File: config.mk
export PLATFORM = sky130hd
export DESIGN_NAME = string_to_integer_parser_flat
export DESIGN_NICKNAME = d
export VERILOG_FILES = /design/src/sv/stoi_pkg.sv /design/src/sv/stoi_if.sv /design/src/sv/string_to_integer_parser.sv /design/src/flat_wrapper.sv
export SDC_FILE = /design/constraint.sdc
export NUM_CORES = 1
export LEC_CHECK = 0
export BUFFER_PORTS_ARGS = -buffer_cell sky130_fd_sc_hd__buf_2
export CORE_MARGIN = 1
export CORE_UTILIZATION = 45
export CTS_BUF_LIST = sky130_fd_sc_hd__clkbuf_8 sky130_fd_sc_hd__clkbuf_16
export DETAILED_ROUTE_END_ITERATION = 10
export PLACE_DENSITY = 0.72
export SLEW_MARGIN = 10
export SYNTH_ARGS = -nofsm -noshare
export SYNTH_HDL_FRONTEND = slang
export SYNTH_SLANG_ARGS = --single-unit
File: constraint.sdc
create_clock -name clk -period 15.1 [get_ports clk]
set_clock_uncertainty 0.2 [all_clocks]
set_input_delay 0 -clock clk [delete_from_list [all_inputs] [get_ports clk]]
set_output_delay 0 -clock clk [all_outputs]
set_load 0.01 [all_outputs]
File: src/sv/stoi_pkg.sv
// shared widths, codes and character constants for the string-to-integer parser
package stoi_pkg;

  localparam int unsigned CH_W       = 8;
  localparam int unsigned VALUE_W    = 64;
  localparam int unsigned STATUS_W   = 2;
  localparam int unsigned RADIX_W    = 6;
  localparam int unsigned KIND_W     = 2;
  localparam int unsigned CFG_IDX_W  = 2;
  localparam int unsigned CFG_DATA_W = 8;

  typedef logic [CH_W-1:0]       ch_t;
  typedef logic [VALUE_W-1:0]    value_t;
  typedef logic [STATUS_W-1:0]   status_t;
  typedef logic [RADIX_W-1:0]    radix_t;
  typedef logic [KIND_W-1:0]     kind_t;
  typedef logic [CFG_IDX_W-1:0]  cfg_idx_t;
  typedef logic [CFG_DATA_W-1:0] cfg_data_t;

  // result status codes
  localparam status_t ST_OK        = 2'd0;
  localparam status_t ST_MALFORMED = 2'd1;
  localparam status_t ST_RANGE     = 2'd2;

  // target kinds
  localparam kind_t KIND_S32 = 2'd0;
  localparam kind_t KIND_S64 = 2'd1;
  localparam kind_t KIND_U32 = 2'd2;
  localparam kind_t KIND_U64 = 2'd3;

  // configuration register indexes
  localparam cfg_idx_t REG_RADIX = 2'd0;
  localparam cfg_idx_t REG_KIND  = 2'd1;

  localparam radix_t RADIX_RESET = 6'd10;
  localparam kind_t  KIND_RESET  = KIND_S64;

  // characters
  localparam ch_t CH_NUL   = 8'h00;
  localparam ch_t CH_PLUS  = 8'h2B;
  localparam ch_t CH_MINUS = 8'h2D;
  localparam ch_t CH_ZERO  = 8'h30;
  localparam ch_t CH_NINE  = 8'h39;
  localparam ch_t CH_UA    = 8'h41;
  localparam ch_t CH_UX    = 8'h58;
  localparam ch_t CH_UZ    = 8'h5A;
  localparam ch_t CH_LA    = 8'h61;
  localparam ch_t CH_LX    = 8'h78;
  localparam ch_t CH_LZ    = 8'h7A;

endpackage

File: src/sv/stoi_if.sv
// valid/ready channel interfaces for characters, results and register writes

interface stoi_in_if;
  logic          valid;
  logic          ready;
  stoi_pkg::ch_t ch;

  modport source (output valid, output ch, input ready);
  modport sink   (input valid, input ch, output ready);
endinterface

interface stoi_out_if;
  logic              valid;
  logic              ready;
  stoi_pkg::value_t  parsed_value;
  stoi_pkg::status_t status;

  modport source (output valid, output parsed_value, output status, input ready);
  modport sink   (input valid, input parsed_value, input status, output ready);
endinterface

interface stoi_cfg_if;
  logic                valid;
  logic                ready;
  stoi_pkg::cfg_idx_t  idx;
  stoi_pkg::cfg_data_t data;

  modport source (output valid, output idx, output data, input ready);
  modport sink   (input valid, input idx, input data, output ready);
endinterface

File: src/sv/string_to_integer_parser.sv
// streaming ascii string to integer parser, one character per word
//
//   channel   dir  payload                       accepted when
//   in_chan   in   ch[7:0]                       valid && ready
//   out_chan  out  parsed_value[63:0] status[1:0] valid && ready
//   cfg_chan  in   idx[1:0] data[7:0]            valid && ready (ready always high)
//
// one character word per cycle unless a terminator waits on a held result; the
// loop through the running magnitude is one 64x6 multiply plus digit add and
// overflow check, which sets that rate; a character passes through the input
// register, and a terminator's result then goes to the output register
// synchronous active-low reset clears the parse state, radix to 10 and kind to
// signed 64; a waiting result stalls only a terminator, other characters flow on
module string_to_integer_parser (
  input  logic          clk,
  input  logic          rst_n,
  stoi_in_if.sink       in_chan,
  stoi_out_if.source    out_chan,
  stoi_cfg_if.sink      cfg_chan
);

  // parse phases
  localparam logic [2:0] PH_START        = 3'd0;
  localparam logic [2:0] PH_SIGNED       = 3'd1;
  localparam logic [2:0] PH_LEAD_ZERO    = 3'd2;
  localparam logic [2:0] PH_DIGITS       = 3'd3;
  localparam logic [2:0] PH_AFTER_PREFIX = 3'd4;

  localparam logic [5:0] NOT_DIGIT = 6'h3F;

  // configuration
  stoi_pkg::radix_t radix_r;
  stoi_pkg::kind_t  kind_r;

  // input register
  logic          in_v_r;
  stoi_pkg::ch_t in_ch_r;

  // parse state
  stoi_pkg::value_t mag_r, mag_nxt;
  logic             neg_r, neg_nxt;
  logic [2:0]       phase_r, phase_nxt;
  logic             seen_r, seen_nxt;
  logic             ovf_r, ovf_nxt;
  logic             bad_r, bad_nxt;

  // output register
  logic              out_v_r, out_v_nxt;
  stoi_pkg::value_t  out_val_r, out_val_nxt;
  stoi_pkg::status_t out_st_r, out_st_nxt;

  logic       is_term;
  logic       go;
  logic [5:0] dig;
  logic       dig_ok;
  logic [70:0] prod;
  logic       over;
  logic       kind_neg_bad;

  assign cfg_chan.ready = 1'b1;

  assign is_term = (in_ch_r == stoi_pkg::CH_NUL);
  // a terminator needs a free output slot, anything else always moves on
  assign go = in_v_r && (!is_term || !out_v_r || out_chan.ready);
  assign in_chan.ready = !in_v_r || go;

  assign out_chan.valid        = out_v_r;
  assign out_chan.parsed_value = out_val_r;
  assign out_chan.status       = out_st_r;

  // digit decode, letters 10..35 in either case
  always_comb begin
    dig = NOT_DIGIT;
    if (in_ch_r inside {[stoi_pkg::CH_ZERO:stoi_pkg::CH_NINE]}) begin
      dig = 6'(in_ch_r - stoi_pkg::CH_ZERO);
    end else if (in_ch_r inside {[stoi_pkg::CH_LA:stoi_pkg::CH_LZ]}) begin
      dig = 6'(in_ch_r - stoi_pkg::CH_LA + 8'd10);
    end else if (in_ch_r inside {[stoi_pkg::CH_UA:stoi_pkg::CH_UZ]}) begin
      dig = 6'(in_ch_r - stoi_pkg::CH_UA + 8'd10);
    end
    dig_ok = (dig != NOT_DIGIT) && (radix_r >= 6'd2) && (radix_r <= 6'd36)
             && (dig < radix_r);
  end

  // multiply-accumulate; any bit from 64 up means the value no longer fits
  assign prod = 71'(mag_r) * 71'(radix_r) + 71'(dig);

  // range check for the kind sampled at the terminator
  always_comb begin
    over = ovf_r;
    case (kind_r)
      stoi_pkg::KIND_S32: over = ovf_r || (mag_r > (neg_r ? 64'h8000_0000 : 64'h7FFF_FFFF));
      stoi_pkg::KIND_S64: over = ovf_r || (mag_r > (neg_r ? 64'h8000_0000_0000_0000
                                                          : 64'h7FFF_FFFF_FFFF_FFFF));
      stoi_pkg::KIND_U32: over = ovf_r || (mag_r > 64'hFFFF_FFFF);
      default:            over = ovf_r;
    endcase
  end

  // minus sign is not allowed for unsigned kinds
  assign kind_neg_bad = neg_r && kind_r[1];

  always_comb begin
    mag_nxt   = mag_r;
    neg_nxt   = neg_r;
    phase_nxt = phase_r;
    seen_nxt  = seen_r;
    ovf_nxt   = ovf_r;
    bad_nxt   = bad_r;

    out_v_nxt   = out_v_r && !out_chan.ready;
    out_val_nxt = out_val_r;
    out_st_nxt  = out_st_r;

    if (go) begin
      if (is_term) begin
        // malformed wins over out of range
        out_v_nxt = 1'b1;
        if (bad_r || !seen_r || kind_neg_bad) begin
          out_st_nxt  = stoi_pkg::ST_MALFORMED;
          out_val_nxt = '0;
        end else if (over) begin
          out_st_nxt  = stoi_pkg::ST_RANGE;
          out_val_nxt = '0;
        end else begin
          out_st_nxt  = stoi_pkg::ST_OK;
          out_val_nxt = neg_r ? (64'd0 - mag_r) : mag_r;
        end
        // rearm for the next string
        mag_nxt   = '0;
        neg_nxt   = 1'b0;
        phase_nxt = PH_START;
        seen_nxt  = 1'b0;
        ovf_nxt   = 1'b0;
        bad_nxt   = 1'b0;
      end else if (!bad_r) begin
        if (phase_r == PH_START && (in_ch_r inside {stoi_pkg::CH_PLUS, stoi_pkg::CH_MINUS})) begin
          neg_nxt   = (in_ch_r == stoi_pkg::CH_MINUS);
          phase_nxt = PH_SIGNED;
        end else if (phase_r == PH_LEAD_ZERO && radix_r == 6'd16 &&
                     (in_ch_r inside {stoi_pkg::CH_LX, stoi_pkg::CH_UX})) begin
          // hex prefix, digits must follow
          phase_nxt = PH_AFTER_PREFIX;
          seen_nxt  = 1'b0;
        end else if (!dig_ok) begin
          bad_nxt = 1'b1;
        end else begin
          if (!ovf_r) begin
            if (prod[70:64] != 7'd0) begin
              ovf_nxt = 1'b1;
              mag_nxt = '1;
            end else begin
              mag_nxt = prod[63:0];
            end
          end
          seen_nxt = 1'b1;
          if ((phase_r == PH_START || phase_r == PH_SIGNED) && dig == 6'd0) begin
            phase_nxt = PH_LEAD_ZERO;
          end else begin
            phase_nxt = PH_DIGITS;
          end
        end
      end
    end
  end

  always_ff @(posedge clk) begin
    if (!rst_n) begin
      radix_r <= stoi_pkg::RADIX_RESET;
      kind_r  <= stoi_pkg::KIND_RESET;
      in_v_r  <= 1'b0;
      mag_r   <= '0;
      neg_r   <= 1'b0;
      phase_r <= PH_START;
      seen_r  <= 1'b0;
      ovf_r   <= 1'b0;
      bad_r   <= 1'b0;
      out_v_r <= 1'b0;
    end else begin
      if (cfg_chan.valid) begin
        case (cfg_chan.idx)
          stoi_pkg::REG_RADIX: radix_r <= cfg_chan.data[stoi_pkg::RADIX_W-1:0];
          stoi_pkg::REG_KIND:  kind_r  <= cfg_chan.data[stoi_pkg::KIND_W-1:0];
          default: ;
        endcase
      end
      if (in_chan.ready) begin
        in_v_r <= in_chan.valid;
      end
      mag_r   <= mag_nxt;
      neg_r   <= neg_nxt;
      phase_r <= phase_nxt;
      seen_r  <= seen_nxt;
      ovf_r   <= ovf_nxt;
      bad_r   <= bad_nxt;
      out_v_r <= out_v_nxt;
    end
  end

  // payload registers
  always_ff @(posedge clk) begin
    if (in_chan.ready && in_chan.valid) begin
      in_ch_r <= in_chan.ch;
    end
    out_val_r <= out_val_nxt;
    out_st_r  <= out_st_nxt;
  end

endmodule

File: src/flat_wrapper.sv
// flat-port wrapper written by rule: the top's interface ports become plain ports
module string_to_integer_parser_flat 
  (clk, rst_n, in_chan_valid, in_chan_ch, in_chan_ready, out_chan_valid, out_chan_parsed_value, out_chan_status, out_chan_ready, cfg_chan_valid, cfg_chan_idx, cfg_chan_data, cfg_chan_ready);
  stoi_in_if in_chan_i ();
  stoi_out_if out_chan_i ();
  stoi_cfg_if cfg_chan_i ();
  input  logic clk;
  input  logic rst_n;
  input wire logic [$bits(in_chan_i.valid)-1:0] in_chan_valid;
  input wire logic [$bits(in_chan_i.ch)-1:0] in_chan_ch;
  output wire logic [$bits(in_chan_i.ready)-1:0] in_chan_ready;
  output wire logic [$bits(out_chan_i.valid)-1:0] out_chan_valid;
  output wire logic [$bits(out_chan_i.parsed_value)-1:0] out_chan_parsed_value;
  output wire logic [$bits(out_chan_i.status)-1:0] out_chan_status;
  input wire logic [$bits(out_chan_i.ready)-1:0] out_chan_ready;
  input wire logic [$bits(cfg_chan_i.valid)-1:0] cfg_chan_valid;
  input wire logic [$bits(cfg_chan_i.idx)-1:0] cfg_chan_idx;
  input wire logic [$bits(cfg_chan_i.data)-1:0] cfg_chan_data;
  output wire logic [$bits(cfg_chan_i.ready)-1:0] cfg_chan_ready;
  assign in_chan_i.valid = in_chan_valid;
  assign in_chan_i.ch = in_chan_ch;
  assign in_chan_ready = in_chan_i.ready;
  assign out_chan_valid = out_chan_i.valid;
  assign out_chan_parsed_value = out_chan_i.parsed_value;
  assign out_chan_status = out_chan_i.status;
  assign out_chan_i.ready = out_chan_ready;
  assign cfg_chan_i.valid = cfg_chan_valid;
  assign cfg_chan_i.idx = cfg_chan_idx;
  assign cfg_chan_i.data = cfg_chan_data;
  assign cfg_chan_ready = cfg_chan_i.ready;
  string_to_integer_parser u_core (.clk(clk), .rst_n(rst_n), .in_chan(in_chan_i), .out_chan(out_chan_i), .cfg_chan(cfg_chan_i));
endmodule
# == Word level (Yosys, flattened, before mapping) ==
# Index checks and enable logic that the tools add are counted.
# op_classes
addsub,7
multipliers,1
n_lt_le_gt_ge,12
eq_ne,15
mux,43
reduce_logical,49
# ops
operator,count
64-bit two-way mux,9
64-bit > comparator,2
70-bit by 6-bit adder with 71-bit output,1
64-bit by 6-bit multiplier with 70-bit output,1
"64-bit by 32-bit > comparator with 1-bit output, second input constant",1
"1-bit by 64-bit subtractor with 64-bit output, first input constant",1
32-bit two-way mux,1
1-bit two-way mux,23
6-bit two-way mux,3
"8-bit by 6-bit equality test with 1-bit output, second input constant",2
"8-bit by 7-bit equality test with 1-bit output, second input constant",2
"8-bit by 7-bit greater-or-equal comparator with 1-bit output, second input constant",2
"8-bit by 7-bit less-or-equal comparator with 1-bit output, second input constant",2
3-bit two-way mux,5
1-bit logical AND,14
"6-bit by 4-bit adder with 6-bit output, second input constant",2
"6-bit subtractor, second input constant",2
1-bit logical OR,9
"8-bit by 6-bit greater-or-equal comparator with 1-bit output, second input constant",1
"8-bit by 6-bit less-or-equal comparator with 1-bit output, second input constant",1
8-bit logical NOT,1
2-bit nonzero test,4
7-bit nonzero test,1
"6-bit by 5-bit equality test with 1-bit output, second input constant",1
25 further kinds,36
# word_totals
ff_bits,155
output_inout_bits,69
word_cells,140

# == Depth between registers and ports, before layout ==
# Gate-level depths: netlist of the first run.
# depth
ltp_word,14
ltp_mapped,24

# == Worst setup path before layout of the first run ==
# Ideal clock, no wire load.
# synth_path
kind,reg2reg
startpoint,register u_core.radix_r[4]
endpoint,register u_core.mag_r[46]
setup_time_ps,120
arrival_time_ps,6134
required_ps,14780
setup_slack_ps,8646
stages_incl_launch_ff,24
path_buffers,4
cell_sequence,dfxtp_1 > clkbuf_1 > clkbuf_1 > nand2_1 > fa_1 > fa_1 > inv_1 > fa_1 > inv_1 > fa_1 > inv_1 > ha_1 > and2_1 > nand3_1 > a311o_1 > o211ai_1 > o21ai_1 > or4_1 > a2111oi_0 > o2111ai_1 > o21a_1 > clkbuf_1 > clkbuf_1 > a211o_1
# synth_via
elab_chain_cells,10
# synth_rtl
element,line,text
from (decl),string_to_integer_parser.sv:32,stoi_pkg::radix_t radix_r;
from (signal assigned),string_to_integer_parser.sv:169,radix_r <= stoi_pkg::RADIX_RESET;
from (signal assigned),string_to_integer_parser.sv:182,stoi_pkg::REG_RADIX: radix_r <= cfg_chan.data[stoi_pkg::RADIX_W-1:0];
64-bit by 6-bit multiplier with 70-bit output,string_to_integer_parser.sv:86,assign prod = 71'(mag_r) * 71'(radix_r) + 71'(dig);
70-bit by 6-bit adder with 71-bit output,string_to_integer_parser.sv:86,
7-bit nonzero test,string_to_integer_parser.sv:149,if (prod[70:64] != 7'd0) begin
64-bit two-way mux,string_to_integer_parser.sv:149,
64-bit two-way mux,string_to_integer_parser.sv:148,if (!ovf_r) begin
64-bit two-way mux,string_to_integer_parser.sv:145,end else if (!dig_ok) begin
64-bit two-way mux,string_to_integer_parser.sv:140,end else if (phase_r == PH_LEAD_ZERO && radix_r == 6'd16 &&
64-bit two-way mux,string_to_integer_parser.sv:137,"if (phase_r == PH_START && (in_ch_r inside {stoi_pkg::CH_PLUS, stoi_pkg::CH_MINUS})) begin"
64-bit two-way mux,string_to_integer_parser.sv:136,end else if (!bad_r) begin
64-bit two-way mux,string_to_integer_parser.sv:116,if (is_term) begin
to (signal assigned),string_to_integer_parser.sv:190,mag_r <= mag_nxt;
to (decl),string_to_integer_parser.sv:40,"stoi_pkg::value_t mag_r, mag_nxt;"
# Several ways; a longest one is shown, not always the timed one. The select of a mux whose other input is x is not followed.
# A chain may end at the register's enable or synchronous reset.

# == Worst setup path in the final report of the first run ==
# layout_path
startpoint,register u_core.radix_r[4]
endpoint,register u_core.mag_r[9]
# The elaborated chain is that of the path after synthesis.

==> results_dict.tcl, run 1 <==
set metrics [dict create \
    fin_setup_tns_ns 0 \
    fin_nets 3046 \
    synth_compound_area_share_pct 15.4 \
    yosysMostFrequentCell "nand2_1" \
    critPathLaunchType "flop" \
    clock_sinks 155 \
    antenna_cells 0 \
    syn_area_per_cell_sq_um 8.91 \
    wire_per_inst_um 19.5 \
    io_pins 92 \
    switching_power_mw 0.260 \
    ir_worst_vdd_mv 0.0659 \
    num_vias 19100 \
    end_kind "flop" \
    finalMaxSlewViolations 0 \
    internal_power_mw 0.695 \
    dieArea_sq_um 51800 \
    yosys-top-cells-count "nand2_1 (255), inv_1 (254), fa_1 (252)" \
    synth_fp_nets 3077 \
    start_util_pct 45.7 \
    tightestPinTransition_ns 1.19 \
    rsz0062_at_grt "false" \
    syn-cell-area_sq_um 22900 \
    yosys.area.top_type "fa_1" \
    synth_top_family_by_area "adder cells" \
    yosysUniqueCellTypes 74 \
    cts_tree "yes" \
    ys.flop_type "dfxtp_1" \
    grt_start_max_net_pins 81 \
    clockBufferDepth 2 \
    seqPwrFrac_pct 46.7 \
    cts_resized 0 \
    cts_setup_buffers 0 \
    drt-vias-per-instance 5.93 \
    maxCapViolations 0 \
    fillers 4643 \
    numCtsBuffers 17 \
    period_needed_ns 7.68 \
    critPathKind "reg -> reg" \
    track_usage_pct 25.4 \
    crit_slowest_cell "buf_4" \
    p_clk_share_pct 44.1 \
    leakage_nw 11.6 \
    antenna_found_initial 0 \
    synthAdderAreaFrac_pct 34.7 \
    setup_violations 0 \
    yosys_warnings 0 \
    drt-initial-drc-count 1585 \
    finish.utilization_pct 48.7 \
    hpwl_mm 46.4 \
    fmax_mhz 130 \
    switching_share_pct 27.2 \
    port_buffers 88 \
    area_growth_pct 6.75 \
    synth.area.top_cells "fa_1 (22%), ha_1 (13%), edfxtp_1 (9.7%)" \
    final_layout_size_suffix_gt1_share_pct 8.50 \
    yosysSeqAreaShare_pct 16.8 \
    cts_root_buf "clkbuf_16" \
    crit_family "adder cells" \
    cp.arrival_ns 7.84 \
    outcome "completed" \
    synthArstFlopShare_pct 0 \
    gp_congestion 0.968 \
    path_common_cell "fa_1" \
    drc 0 \
    ant_nets 0 \
    syn-instance-count 2570 \
    synthSimpleGateAreaFrac_pct 20.7 \
    cp_data_required_time_ns 15.25 \
    clock_latency_ns 0.47 \
    dieWidth_um 228 \
    hold_path_class "in -> reg" \
    hold_violations 0 \
    max_stage_delay_ns 0.60 \
    p_per_area_nw_per_um2 39.1 \
    cts.clk_slew.worst_paths_ns 0.06 \
    critPathMaxFanout 66 \
    synth_edf_count 74 \
    htree_num_levels 4 \
    synth_xor_area_share_pct 4.63 \
    synth_top_cell_area_share_pct 22.0 \
    grt_remaining_overflow 0 \
    dr.pass1.iters 7 \
    whs_ns 0.0410 \
    path_buf_inv 5 \
    period_share_pct 50.9 \
    muxShareOfSynthArea_pct 0.393 \
    grt_pass1_wl_mm 104 \
    crit_chain "buf_4 > nand2_1 > fa_1 > fa_1 > inv_1 > fa_1 > inv_1 > fa_1 > inv_1 > ha_1 > and2_1 > nand3_1 > a311o_1 > o211ai_1 > o21ai_1 > or4_1 > a2111oi_0 > o2111ai_1 > o21a_2 > buf_4 > a221o_1" \
    rows 82 \
    finalWirelength_mm 62.7 \
    comb_power_share_pct 9.2 \
    relSlewSlack_pct 20.2 \
    die_height_um 228 \
    synth-seq-cells 155 \
    grt_pass1_vias 19700 \
    hold_buffers 29 \
    core_area_sq_um 50200 \
]
==> layer usage <==
layer | GRT usage (%) | wire length (um) | vias up | share of wire [%]
met2 | 42.7 | 30000 | 713 | 48
li1 | - | - | 8776 | -
met1 | 32.5 | 26600 | 9488 | 42
met3 | 3.87 | 3830 | 152 | 6.1
met5 | 0 | 0 | - | 0
met4 | 10.8 | 2340 | 0 | 3.7
==> registers in the layout, summed over array words and instances, names as in the netlist <==
register and cells:
u_core.bad_r 1, u_core.in_ch_r 8, u_core.in_v_r 1, u_core.kind_r 2, u_core.mag_r 64, u_core.neg_r 1
u_core.out_chan.parsed_value 64, u_core.out_chan.status 2, u_core.out_chan.valid 1, u_core.ovf_r 1, u_core.phase_r 3, u_core.radix_r 6
u_core.seen_r 1
==> worst paths after layout <==
path / from / cells past startpoint / to / slack, ns
min: in_chan_ch[0] / 2 / u_core.in_ch_r[0] / 0.04
min reg2reg: u_core.seen_r / 2 / u_core.seen_r / 0.30
max reg2reg: u_core.radix_r[4] / 21 / u_core.mag_r[9] / 7.42
max: u_core.radix_r[4] / 21 / u_core.mag_r[9] / 7.42
==> cell usage in the layout (no fill, tap or decap), types with 15 or more instances in the layout <==
cell,instances
a21o_1,54
nor2_1,82
edfxtp_1,74
xnor2_1,43
dlygate4sd3_1,29
o211ai_1,20
and2_1,232
buf_2,88
nand2_1,255
nand2b_1,19
fa_1,252
o41ai_1,15
or4_1,16
dfxtp_1,74
a21oi_1,123
o21bai_1,15
o31ai_1,25
inv_1,258
nand3_1,29
nor3_2,49
xor2_1,78
ha_1,232
clkbuf_16,19
nand4_1,46
a221o_1,62
buf_4,15
or3_1,15
nor3_1,34
o21ai_0,86
==> power by group through the flow <==
stage	Sequential (mW)	Clock (mW)	Combinational, mW
final	0.446	0.421	0.0879
after global routing	0.447	0.440	0.0957
after CTS	0.446	0.426	0.0860
after detailed placement	0.455	0	0.0802
after global placement	0.455	0	0.0782
after floorplan	0.452	0	0.0590
==> layout make-up <==
class / instances / area, sq um / area share [%]
inverter: 254 / 953 / 3.90
sequential: 155 / 3850 / 15.8
tap: 672 / 841 / 3.44
clock inverter: 13 / 80.1 / 0.327
clock buffer: 19 / 475 / 1.94
multi-input combinational: 1979 / 17400 / 71.2
timing repair buffer: 132 / 843 / 3.45
==> cells by family (layout without fill, tap and decap cells) <==
logic type | Yosys count | after routing
flip-flops | 155 | 155
AO/OA/AOI/OAI | 508 | 508
buffers and inverters | 436 | 418
adder cells (fa/ha/maj) | 484 | 484
XOR/XNOR | 121 | 121
multiplexers | 9 | 9
other | 1 | 1
AND/OR/NAND/NOR | 856 | 856
==> through the flow <==
stage	total power, mW	cells	worst slack (ns)	instance area (sq um)
2_1_floorplan	0.511	2570	8.65	22900
3_3_place_gp	0.534	3163	7.57	23600
3_5_place_dp	0.536	3163	7.48	23600
4_1_cts	0.958	3224	7.44	24500
5_1_grt	0.982	3224	6.98	24500
6_report	0.955	3224	7.42	24500
No activity file was read; power rests on OpenSTA's default activity.
==> inputs of run 2 (changes only) <==
--- a/config.mk
+++ b/config.mk
@@ -10,7 +10,7 @@
 export CORE_UTILIZATION = 45
 export CTS_BUF_LIST = sky130_fd_sc_hd__clkbuf_8 sky130_fd_sc_hd__clkbuf_16
 export DETAILED_ROUTE_END_ITERATION = 10
-export PLACE_DENSITY = 0.72
+export PLACE_DENSITY = 0.75
 export SLEW_MARGIN = 10
 export SYNTH_ARGS = -nofsm -noshare
 export SYNTH_HDL_FRONTEND = slang
==> constraint.sdc (replaced) <==
create_clock -name clk -period 6.23 [get_ports clk]
set_clock_uncertainty 0.2 [all_clocks]
set_input_delay 0 -clock clk [delete_from_list [all_inputs] [get_ports clk]]
set_output_delay 0 -clock clk [all_outputs]
set_load 0.01 [all_outputs]
==> run 2 against run 1 <==
Compared with the run above:
- clock power grew to 2.6 times the previous value
- final area up 7.7%
- first-iteration DRC count rose by 15%
- cell count is 5.2% higher
- critical path depth shrank 1
- largest power group is now clock
==> results_dict.tcl, run 2 (synthesis gave the netlist of run 1 again) <==
set metrics [dict create \
    outcome "completed" \
    drc 0 \
    grt_remaining_overflow 0 \
    cts.clk_slew.worst_paths_ns 0.08 \
    dpl_cell_area_sq_um 24900 \
    critPathMaxFanout 30 \
    cts_tree "yes" \
    gp_congestion 0.961 \
    final_common_cell "nand2_1" \
    hpwl_mm 50.0 \
    met3_usage_pct 4.26 \
    dieWidth_um 228 \
    dieArea_sq_um 51800 \
    cts_root_buf "clkbuf_16" \
    rows 82 \
    drt-vias-per-instance 5.95 \
    drt-initial-drc-count 1825 \
    met1_usage_pct 33.4 \
    maxCapViolations 0 \
    setup_violations 0 \
    grt_pass1_wl_mm 107 \
    final_layout_size_suffix_gt1_share_pct 16.0 \
    fmax_mhz 162 \
    cp-startpoint "u_core.radix_r[4]" \
    grt_start_max_net_pins 66 \
    min-delay-start "in_chan_ch[4]" \
    critPathKind "reg -> reg" \
    dr.pass1.iters 6 \
    tightestPinTransition_ns 1.25 \
    grt_pass1_vias 20700 \
    wire_per_inst_um 19.9 \
    critPathLaunchType "flop" \
    fillers 4363 \
    io_pins 92 \
    finalWirelength_mm 67.6 \
    track_usage_pct 26.4 \
    grt-busiest-layer "met2" \
    grt_util_met2_pct 43.8 \
    clock_sinks 155 \
    clock_latency_ns 0.49 \
    fin_nets 3214 \
    leakage_nw 12.6 \
    ir_worst_vdd_mv 0.189 \
    numCtsBuffers 17 \
    htree_num_levels 4 \
    r2r_start "u_core.radix_r[4]" \
    hold_path_class "in -> reg" \
    die_height_um 228 \
    relSlewSlack_pct 16.7 \
    cp_data_required_time_ns 6.40 \
    core_area_sq_um 50200 \
    start_util_pct 45.7 \
    ant_nets 0 \
    clockBufferDepth 2 \
    cp.arrival_ns 6.34 \
    hold_violations 0 \
    period_share_pct 99.0 \
    finish.utilization_pct 52.5 \
    period_needed_ns 6.17 \
    p_per_area_nw_per_um2 92.9 \
    finalMaxSlewViolations 0 \
    fin_setup_tns_ns 0 \
    layout_common_cells "nand2_1 (255), inv_1 (253), fa_1 (252), and2_1 (230), ha_1 (213)" \
    layout_setup_ws_ns 0.0597 \
    pre_cts_ws_ns -0.0361 \
    antenna_found_initial 1 \
    port_buffers 88 \
    final_cell_area_sq_um 26300 \
    whs_ns 0.0247 \
    rsz0062_at_grt "true" \
    area_growth_pct 14.9 \
    num_vias 20200 \
    end_kind "flop" \
]
[run 2: cell type report]
cell class                      count  area (sq um)  area share (%)
Multi-Input combinational cell   1979         17700            67.3
Sequential cell                   155          3870            14.7
Timing Repair Buffer              300          2350            8.91
Inverter                          254           953            3.62
Tap cell                          672           841            3.19
Clock buffer                       17           425            1.62
Clock inverter                     15           164           0.623
Antenna cell                        1          2.50         0.00951
[run 2: where the power goes]
part | switching, mW | total, mW | internal [mW] | leakage (nW)
Clock | 0.565 | 1.11 | 0.543 | 0.294
Sequential | 0.0124 | 1.08 | 1.07 | 1.23
Combinational | 0.167 | 0.260 | 0.0933 | 11.0
Total | 0.744 | 2.44 | 1.70 | 12.6
[run 2: per-stage QoR]
step	cells	total power, mW
2_1_floorplan	2570	1.24
3_3_place_gp	3318	1.31
3_5_place_dp	3318	1.32
4_1_cts	3381	2.44
5_1_grt	3392	2.51
6_report	3393	2.44
[run 2: final timing paths]
path / endpoint / slack, ns / depth (start not counted)
setup / recovery: u_core.mag_r[21] / 0.06 / 20
hold / removal: u_core.in_ch_r[4] / 0.02 / 2
setup reg to reg: u_core.mag_r[21] / 0.06 / 20
hold reg to reg: u_core.seen_r / 0.30 / 2
[run 2: routing by layer]
metal | share of wire, % | routed length (um)
met1 | 41 | 27400
met4 | 4.7 | 3190
met3 | 6.9 | 4670
met5 | 0 | 0
met2 | 48 | 32300
[run 2: what timing repair did]
action | in CTS | in global routing
pin swaps | 3 | 16
gates resized for setup | 10 | 56
gates cloned | 1 | 5
setup buffers | 0 | 6
hold endpoints to repair | 34 | 0
endpoints found under the setup margin | 62 | 65
hold buffers | 30 | 0
[run 2: worst max-delay path, cell delays in order, from the launching register on]
cell,delay [ns]
dfxtp_4,0.46
buf_12,0.20
and2_1,0.17
fa_1,0.45
fa_1,0.55
inv_1,0.06
fa_1,0.55
inv_1,0.05
ha_1,0.29
ha_1,0.37
and4_1,0.23
and3_1,0.18
a32o_1,0.24
o21ai_1,0.27
nand2_1,0.13
or4b_2,0.64
nand3_1,0.12
o2111ai_2,0.13
o21a_4,0.27
clkbuf_16,0.19
a221o_1,0.26
